--- config.mk ---
export PLATFORM = sky130hd
export DESIGN_NAME = rg2d_cfg
export DESIGN_NICKNAME = d
export VERILOG_FILES = /design/src/sv/rg2d_pkg.sv /design/src/sv/rg2d_cfg.sv
export SDC_FILE = /design/constraint.sdc
export NUM_CORES = 1
export LEC_CHECK = 0
export BUFFER_PORTS_ARGS = -buffer_cell sky130_fd_sc_hd__buf_2
export CAP_MARGIN = 30
export CORE_MARGIN = 4
export CORE_UTILIZATION = 53
export CTS_CLUSTER_SIZE = 10
export DETAILED_ROUTE_END_ITERATION = 8
export PLACE_DENSITY = 0.83
export SYNTH_ARGS = -nofsm -noshare
export SYNTH_HDL_FRONTEND = slang
export SYNTH_SLANG_ARGS = --single-unit
--- constraint.sdc ---
create_clock -name i_clk -period 3.25 [get_ports i_clk]
set_input_delay 0.4875 -clock i_clk [delete_from_list [all_inputs] [get_ports i_clk]]
set_output_delay 0.4875 -clock i_clk [all_outputs]
set_load 0.01 [all_outputs]
--- src/sv/rg2d_pkg.sv ---
// ----------------------------------------------------------------------------
// rg2d_pkg
// Shared types, register codes and the exponent fraction table for the
// rotated elliptical gaussian evaluator.
// ----------------------------------------------------------------------------
package rg2d_pkg;

    localparam int EXP_TABLE_BITS = 8;
    localparam int TAB_SIZE       = 1 << EXP_TABLE_BITS;
    localparam int NUM_STAGES     = 11;

    localparam int CFG_IDX_W  = 3;
    localparam int CFG_DATA_W = 32;

    localparam logic [15:0] LOG2E_HALF_Q16 = 16'd47274;
    localparam logic [24:0] CLAMP_Q16      = 25'd16777216;

    typedef enum logic [CFG_IDX_W-1:0] {
        REG_CENTRE_X     = 3'd0,
        REG_CENTRE_Y     = 3'd1,
        REG_COS_ROTATION = 3'd2,
        REG_SIN_ROTATION = 3'd3,
        REG_INV_SIGMA_X  = 3'd4,
        REG_INV_SIGMA_Y  = 3'd5,
        REG_PEAK_VALUE   = 3'd6
    } t_cfg_reg;

    typedef struct packed {
        logic signed [19:0] centre_x;
        logic signed [19:0] centre_y;
        logic signed [15:0] cos_rotation;
        logic signed [15:0] sin_rotation;
        logic        [19:0] inv_sigma_x;
        logic        [19:0] inv_sigma_y;
        logic        [31:0] peak_value;
    } t_cfg;

    typedef logic [31:0] t_tab [TAB_SIZE];

    function automatic logic [63:0] isqrt64(input logic [63:0] x_in);
        logic [63:0] x;
        logic [63:0] r;
        logic [63:0] b;
        x = x_in;
        r = '0;
        for (int i = 0; i < 32; i++) begin
            b = 64'd1 << (62 - 2 * i);
            if (x >= r + b) begin
                x = x - (r + b);
                r = (r >> 1) + b;
            end else begin
                r = r >> 1;
            end
        end
        return r;
    endfunction

    // q.31 entries, tab[k] ~ 2^(-k / TAB_SIZE)
    function automatic t_tab build_exp_tab();
        logic [63:0] f [EXP_TABLE_BITS];
        logic [63:0] v;
        logic [63:0] acc;
        t_tab        tab;
        v = 64'd1 << 30;
        for (int j = EXP_TABLE_BITS - 1; j >= 0; j--) begin
            v = isqrt64(v << 31);
            f[j] = v;
        end
        for (int k = 0; k < TAB_SIZE; k++) begin
            acc = 64'd1 << 31;
            for (int j = 0; j < EXP_TABLE_BITS; j++) begin
                if (((k >> j) & 1) != 0) begin
                    acc = (acc * f[j] + (64'd1 << 30)) >> 31;
                end
            end
            tab[k] = acc[31:0];
        end
        return tab;
    endfunction

    localparam t_tab EXP_TAB = build_exp_tab();

endpackage

--- src/sv/rg2d_cfg.sv ---
// ----------------------------------------------------------------------------
// rg2d_cfg
// Configuration register bank, written through an index and data channel.
// ----------------------------------------------------------------------------
module rg2d_cfg
    import rg2d_pkg::*;
(
    input  logic                  i_clk,
    input  logic                  i_rst_n,
    input  logic                  i_cfg_valid,
    output logic                  o_cfg_ready,
    input  logic [CFG_IDX_W-1:0]  i_cfg_index,
    input  logic [CFG_DATA_W-1:0] i_cfg_data,
    output t_cfg                  o_cfg
);

    t_cfg r_cfg;
    t_cfg n_cfg;

    assign o_cfg_ready = 1'b1;
    assign o_cfg       = r_cfg;

    always_comb begin
        n_cfg = r_cfg;
        if (i_cfg_valid) begin
            case (t_cfg_reg'(i_cfg_index))
                REG_CENTRE_X:     n_cfg.centre_x     = i_cfg_data[19:0];
                REG_CENTRE_Y:     n_cfg.centre_y     = i_cfg_data[19:0];
                REG_COS_ROTATION: n_cfg.cos_rotation = i_cfg_data[15:0];
                REG_SIN_ROTATION: n_cfg.sin_rotation = i_cfg_data[15:0];
                REG_INV_SIGMA_X:  n_cfg.inv_sigma_x  = i_cfg_data[19:0];
                REG_INV_SIGMA_Y:  n_cfg.inv_sigma_y  = i_cfg_data[19:0];
                REG_PEAK_VALUE:   n_cfg.peak_value   = i_cfg_data[31:0];
                default:          n_cfg = r_cfg;
            endcase
        end
    end

    always_ff @(posedge i_clk) begin
        if (!i_rst_n) begin
            r_cfg.centre_x     <= '0;
            r_cfg.centre_y     <= '0;
            r_cfg.cos_rotation <= 16'sd16384;
            r_cfg.sin_rotation <= '0;
            r_cfg.inv_sigma_x  <= 20'd65536;
            r_cfg.inv_sigma_y  <= 20'd65536;
            r_cfg.peak_value   <= '0;
        end else begin
            r_cfg <= n_cfg;
        end
    end

endmodule

==> metrics.sh, run 1 <==
OUTCOME='finished, final reports clean'
NNETSFINAL=724
IR_WORST_VDD_mV=0.417
LEAKAGE_nW=3.88
VIAS=4212
CTS-ROOT-TO-SINK-BUFFERS=2
FINAL-MAX-SLEW-VIOLATION-COUNT=0
FIRST_GLOBAL_VIAS=4253
ANT_NETS=0
IOPINCOUNT=183
GP_ROUTABILITY_CONGESTION=0.810
LAYOUT-DRIVE-GT1-SHARE=0.323
CP-END-KIND='output port'
CTS.CLK_SLEW.WORST_PATHS_NS=0.06
CRITPATHMAXSTAGEDELAY_NS=0.35
CTS-ROOT-BUF='sky130_fd_sc_hd__clkbuf_8'
ANTENNA_FOUND_INITIAL=0
SETUP_VIOL=0
HOLD_VIOLATIONS=0
PLACEMENTROWS=36
POWER.COMBINATIONAL.FRACTION=0.060
ORDERED_LIST_OF_CELLS_ON_THE_WORST_PATH='buf_2'
SEQ_POWER_SHARE=0.448
CRIT_TYPE='reg -> out'
INITIAL_UTILIZATION=0.540
MAPPEDNETLISTNETS=549
GRT_UTIL_ALL_LAYERS=0.232
SYNTH_CELLS=511
YOSYS.AREA.TOP_TYPE='sky130_fd_sc_hd__dfxtp_1'
NETLIST_TOP_CELLS_AREA='sky130_fd_sc_hd__dfxtp_1 (55%), sky130_fd_sc_hd__mux2i_1 (27%), sky130_fd_sc_hd__nand2_1 (12%)'
YOSYSWARNINGCOUNT=0
CRITICAL_PATH.SLOWEST_CELL='sky130_fd_sc_hd__dfxtp_1'
DIE-WIDTH_UM=108
MAX_CAP_VIOL_COUNT=0
LARGEST_REG_FLOPS=144
LAYOUT.CELLS.MOST_COMMON_LIST='sky130_fd_sc_hd__buf_2 (180), sky130_fd_sc_hd__nand2_1 (173), sky130_fd_sc_hd__mux2i_1 (144), sky130_fd_sc_hd__dfxtp_1 (144), sky130_fd_sc_hd__clkbuf_16 (16)'
SETUP_TOTAL_NEGATIVE_SLACK_NS=0
DRT-INITIAL-DRC-COUNT=216
POWER_PER_CELL_AREA_nW_PER_UM2=589
AREAGROWTHSYNTHTOFINISH_PCT=31.6
MAXCLOCKFREQUENCY_MHz=665
R2R_SETUP_SLACK_NS=2.59
MOSTFREQUENTLAYOUTCELL='sky130_fd_sc_hd__buf_2'
H-TREE-DEPTH=4
TRITONCTS.NUM_BUFFERS=17
DETAIL_ROUTE.WIRELENGTH_UM=13500
GRT_START_MAX_NET_PINS=55
WL_PER_CELL_UM=16.2
INTERNAL_POWER_mW=3.17
CP_DATA_REQUIRED_TIME_NS=2.76
DRT_PASS1_ITERATIONS=4
POWER.SHARE.CLOCK=0.492
CORE-AREA_UM2=9730
TIMING.SLEW.HEADROOM=0.609
REMAINING_ROUTING_DRC_VIOLATIONS=0
LAYOUT.CORE_UTILIZATION=0.711
DIODES=0
TIGHTESTPINTRANSITION_NS=0.586
PERIOD_NEEDED_NS=1.50
CLOCK-SKEW-FINAL_NS=0
DETAIL_ROUTE.VIAS_PER_CELL=5.06
TOTAL_SWITCHING_POWER_mW=0.904
CRIT_PATH_START_KIND='flip-flop'
SYNTH.YOSYS.SEQ_AREA_SHARE=0.549
DIE-HEIGHT_UM=108
YOSYS_REGISTER_BITS=144
SYN_AREA_UM2=5250
CRITICAL_PATH.N_BUFFERS_INVERTERS=1
TIMING.CRITICAL_PATH.ARRIVAL_NS=1.02
DIE_AREA_UM2=11600
CRITICAL_PATH.TOP_DELAY_FAMILY='flip-flops'
PATH_MAX_FANOUT=2
SYNTH_TOP_CELL_AREA_SHARE=0.549
POST_CTS.REPAIR.SETUP_BUFFERS=0
NETLIST-CELL-TYPE-COUNT=14
UNREPAIRED_SETUP_ENDPOINTS_AFTER_GLOBAL_ROUTING='no'
CLOCK_LATENCY_REPORTED_FOR_THE_LATE_SIDE_OF_THE_WORST_SKEW_PAIR_NS=0.51
OVERFLOW=0
DP_HPWL_UM=9200
POST_CTS_RESIZED=0
CTSHOLDBUFFERS=0
POST-ROUTE-PERIOD-UTIL=0.462
SYN_AREA_PER_CELL_UM2=10.3
CTS_TREE='yes'
BUFFER_PORTS.INSERTED=181
CLOCK_SINKS=144
GRT_FIRST_PASS_WIRELENGTH_UM=21000
HP-CLASS='in -> reg'
P_SW_FRAC=0.222
metrics by stage:
step           cell area [um^2]  hold WS, ns  instances  setup WS [ns]  power [mW]
4_1_cts                    6890        0.186        831           1.62        4.10
3_3_place_gp               6270        0.442        799           1.27        2.10
6_report                   6910        0.215        832           1.75        4.07
5_1_grt                    6910        0.202        832           1.70        4.21
2_1_floorplan              5250        0.479        511           1.75        2.00
3_5_place_dp               6270        0.447        799           1.10        2.11
layer usage:
metal,global-route usage,up-vias,routed length [um]
met3,0.0750,21,904
li1,-,2039,-
met4,0.0884,0,240
met1,0.274,2004,5600
met2,0.393,148,6740
met5,0,-,0
final cells by class:
type | instances | area (um^2)
sequential | 144 | 2880
fill | 735 | 2820
multi-input combinational | 330 | 2210
timing repair buffer | 193 | 1030
clock buffer | 19 | 432
clock inverter | 13 | 186
tap | 133 | 166
logic make-up (layout without fill, tap and decap cells):
logic type / Yosys count / count (layout) / synth area share
AND/OR/NAND/NOR: 185 / 185 / 0.143
multiplexers: 144 / 144 / 0.274
flip-flops: 144 / 144 / 0.549
buffers and inverters: 37 / 225 / 0.0333
other: 1 / 1 / 0.000714
synth_stat cells:
master                      number
sky130_fd_sc_hd__nand2_1       173
sky130_fd_sc_hd__buf_1           1
sky130_fd_sc_hd__conb_1          1
sky130_fd_sc_hd__nand4bb_1       2
sky130_fd_sc_hd__nand4b_1        3
sky130_fd_sc_hd__nor2b_1         5
sky130_fd_sc_hd__dfxtp_1       144
sky130_fd_sc_hd__clkbuf_1       19
sky130_fd_sc_hd__mux2i_1       144
sky130_fd_sc_hd__or4b_1          1
sky130_fd_sc_hd__buf_6           2
sky130_fd_sc_hd__buf_2          14
sky130_fd_sc_hd__buf_4           1
sky130_fd_sc_hd__nor4bb_1        1
path summary, 6_finish.rpt:
kind / startpoint / endpoint / cells past startpoint
hold / removal: i_cfg_data[20] / o_cfg[20] / 3
setup reg to reg: o_cfg[59] / o_cfg[59] / 2
setup / recovery: o_cfg[60] / o_cfg[60] / 1
hold reg to reg: o_cfg[117] / o_cfg[117] / 2
power by group through the flow:
stage               registers [mW]  logic (mW)  clock network, mW
finish                        1.82       0.245               2.00
floorplan                     1.88       0.122                  0
global placement              1.86       0.236                  0
global route                  1.83       0.267               2.11
CTS                           1.82       0.245               2.03
detailed placement            1.86       0.243                  0
(Power assumes the default switching activity.)
==> run 2: changes to the inputs <==
Settings changed: CORE_UTILIZATION 53 to 45, PLACE_DENSITY 0.83 to 0.75.
Clock period 3.25 ns to 1.38 ns, I/O delays scaled along.
==> run 2 against run 1 <==
  * Clock power rose by 120%
  * Sequential share of layout area is 0.50 points lower
  * Setup slack got worse by 1.5 ns
  * Critical path depth unchanged
  * First-iteration DRC count fell by 2.8%
  * Cell count is 2.2% higher
  * Utilization fell by 9.8 points
==> metrics.sh, run 2 (synthesized netlist as in run 1, its figures left out) <==
REMAINING_ROUTING_DRC_VIOLATIONS=0  # unchanged
WL_MET3_UM=1160  # was 904 um
POST_CTS.REPAIR.SETUP_BUFFERS=0  # unchanged
FINAL.SETUP.WORST_SLACK_NS=0.260  # was 1.75 ns
MAXCLOCKFREQUENCY_MHz=893
VIAS=4131  # was 4212
CRIT_CELLS=1  # unchanged
GRT_FIRST_PASS_WIRELENGTH_UM=20500  # was 21000 um
FINAL-MAX-SLEW-VIOLATION-COUNT=0  # unchanged
ANT_NETS=0  # unchanged
CP_DATA_REQUIRED_TIME_NS=1.17  # was 2.76 ns
CTS.CLK_SLEW.WORST_PATHS_NS=0.06  # about the same
CRITICAL_PATH.N_BUFFERS_INVERTERS=1  # unchanged
PNR_TOTAL_POWER_mW=9.39  # was 4.07 mW
CTS-ROOT-TO-SINK-BUFFERS=2  # unchanged
IR_WORST_VDD_mV=0.716  # was 0.417 mV
LEAKAGE_nW=3.93  # was 3.88 nW
FINAL.FILL_COUNT=976  # was 735
FIRST_GLOBAL_VIAS=4060  # was 4253
DETAIL_ROUTE.WIRELENGTH_UM=13200  # was 13500 um
WL_MET2_UM=6300  # was 6740 um
CRITICAL_PATH.SLOWEST_CELL='sky130_fd_sc_hd__dfxtp_1'  # unchanged
DIE_AREA_UM2=13500  # was 11600 um^2
CLOCK-SKEW-FINAL_NS=0  # unchanged
HOLD_VIOLATIONS=0  # unchanged
DIODES=0  # unchanged
CRITPATHMAXSTAGEDELAY_NS=0.36  # was 0.35 ns
DETAIL_ROUTE.VIAS_PER_CELL=4.86  # was 5.06
DP_HPWL_UM=9280  # was 9200 um
CP-END-KIND='output port'  # unchanged
TIMING.CRITICAL_PATH.ARRIVAL_NS=0.91  # was 1.02 ns
LAYOUT-DRIVE-GT1-SHARE=0.331  # was 0.323
H-TREE-DEPTH=4  # unchanged
LARGEST_REG_FLOPS=144  # unchanged
CRIT_TYPE='reg -> out'  # unchanged
ANTENNA_FOUND_INITIAL=0  # unchanged
DRT-INITIAL-DRC-COUNT=210  # was 216
DRT_PASS1_ITERATIONS=4  # unchanged
MOSTFREQUENTLAYOUTCELL='sky130_fd_sc_hd__buf_2'  # unchanged
GRT_UTIL_ALL_LAYERS=0.196  # was 0.232
GRT_START_MAX_NET_PINS=68  # was 55
AREAGROWTHSYNTHTOFINISH_PCT=33.2  # was 31.6%
SETUP_TOTAL_NEGATIVE_SLACK_NS=0  # unchanged
HP-CLASS='in -> reg'  # unchanged
CRIT_PATH_START_KIND='flip-flop'  # unchanged
LAYOUT.AREA.SEQ_UM2=2880  # unchanged
WORST-R2R-CELL-COUNT=2  # unchanged
CRITICAL_PATH.TOP_DELAY_FAMILY='flip-flops'  # unchanged
CTS_TREE='yes'  # unchanged
PERIOD_NEEDED_NS=1.12
CTSHOLDBUFFERS=0  # unchanged
BUFFER_PORTS.INSERTED=181  # unchanged
WL_PER_CELL_UM=15.6  # was 16.2 um
MAX_CAP_VIOL_COUNT=0  # unchanged
DESIGN_AREA_UM2=7000  # was 6910 um^2
PLACED_AREA_UM2=6410  # was 6270 um^2
OUTCOME='finished, final reports clean'  # unchanged
PLACEMENTROWS=39  # was 36
POST-ROUTE-PERIOD-UTIL=0.812
MULTI_INPUT_COMBINATIONAL_CELL_AREA_UM2=2210  # unchanged
DIE-HEIGHT_UM=116  # was 108 um
ORDERED_LIST_OF_CELLS_ON_THE_WORST_PATH='buf_2'  # unchanged
UNREPAIRED_SETUP_ENDPOINTS_AFTER_GLOBAL_ROUTING='no'  # unchanged
SETUP_VIOL=0  # unchanged
INITIAL_UTILIZATION=0.460  # was 0.540
MET1_LENGTH_UM=5690  # was 5600 um
IOPINCOUNT=183  # unchanged
UPPERMOST_METAL_LAYER_OCCUPIED_BY_SIGNAL_NETS='met4'  # unchanged
NNETSFINAL=732  # was 724
HOLD-PATH-CELL-COUNT=3  # unchanged
PATH_MAX_FANOUT=2  # unchanged
LAYOUT.CELLS.MOST_COMMON_LIST='sky130_fd_sc_hd__buf_2 (180), sky130_fd_sc_hd__nand2_1 (173), sky130_fd_sc_hd__mux2i_1 (144), sky130_fd_sc_hd__dfxtp_1 (144), sky130_fd_sc_hd__clkbuf_16 (17)'  # was sky130_fd_sc_hd__buf_2 (180), sky130_fd_sc_hd__nand2_1 (173), sky130_fd_sc_hd__mux2i_1 (144), sky130_fd_sc_hd__dfxtp_1 (144), sky130_fd_sc_hd__clkbuf_16 (16)
CORE-AREA_UM2=11400  # was 9730 um^2
POWER_PER_CELL_AREA_nW_PER_UM2=1340  # was 589 nW/um^2
CTS-ROOT-BUF='sky130_fd_sc_hd__clkbuf_16'  # was sky130_fd_sc_hd__clkbuf_8
POST_CTS_RESIZED=0  # unchanged
TRITONCTS.NUM_BUFFERS=17  # unchanged
PRE_CTS_WS_NS=0.00901  # was 1.10 ns
GP_ROUTABILITY_CONGESTION=0.770  # was 0.810
OVERFLOW=0  # unchanged
CLOCK_LATENCY_REPORTED_FOR_THE_LATE_SIDE_OF_THE_WORST_SKEW_PAIR_NS=0.40  # was 0.51 ns
CLOCK_SINKS=144  # unchanged
DIE-WIDTH_UM=116  # was 108 um
LAYOUT.CORE_UTILIZATION=0.613  # was 0.711
-- run 2: cell type report --
type,instances,share of cell area
multi-input combinational,330,0.317
sequential,144,0.412
tap,143,0.0256
clock inverter,14,0.0225
timing repair buffer,201,0.162
clock buffer,18,0.0613
-- run 2: path summary, 6_finish.rpt --
path	start	end	slack, ns
worst min register to register	o_cfg[103]	o_cfg[103]	0.45
worst max register to register	o_cfg[133]	o_cfg[133]	0.72
worst max-delay path	o_cfg[140]	o_cfg[140]	0.26
worst min-delay path	i_cfg_data[21]	o_cfg[21]	0.04
-- run 2: power breakdown --
group	internal, mW	leakage (nW)	switching (mW)
Sequential	4.25	1.17	0.0466
Clock	2.69	0.283	1.81
Combinational	0.247	2.48	0.349
Total	7.19	3.93	2.20
-- run 2: per-stage QoR --
step / cells / hold slack, ns
floorplan: 511 / 0.346
global placement: 818 / 0.441
detailed placement: 818 / 0.447
CTS: 850 / 0.0258
global route: 850 / 0.0368
finish: 850 / 0.0376
-- run 2: per-layer routing --
| layer | GRT usage | vias up |
|---|---|---|
| met4 | 0.0510 | 0 |
| li1 | - | 2048 |
| met5 | 0 | - |
| met3 | 0.0815 | 8 |
| met2 | 0.321 | 144 |
| met1 | 0.239 | 1931 |
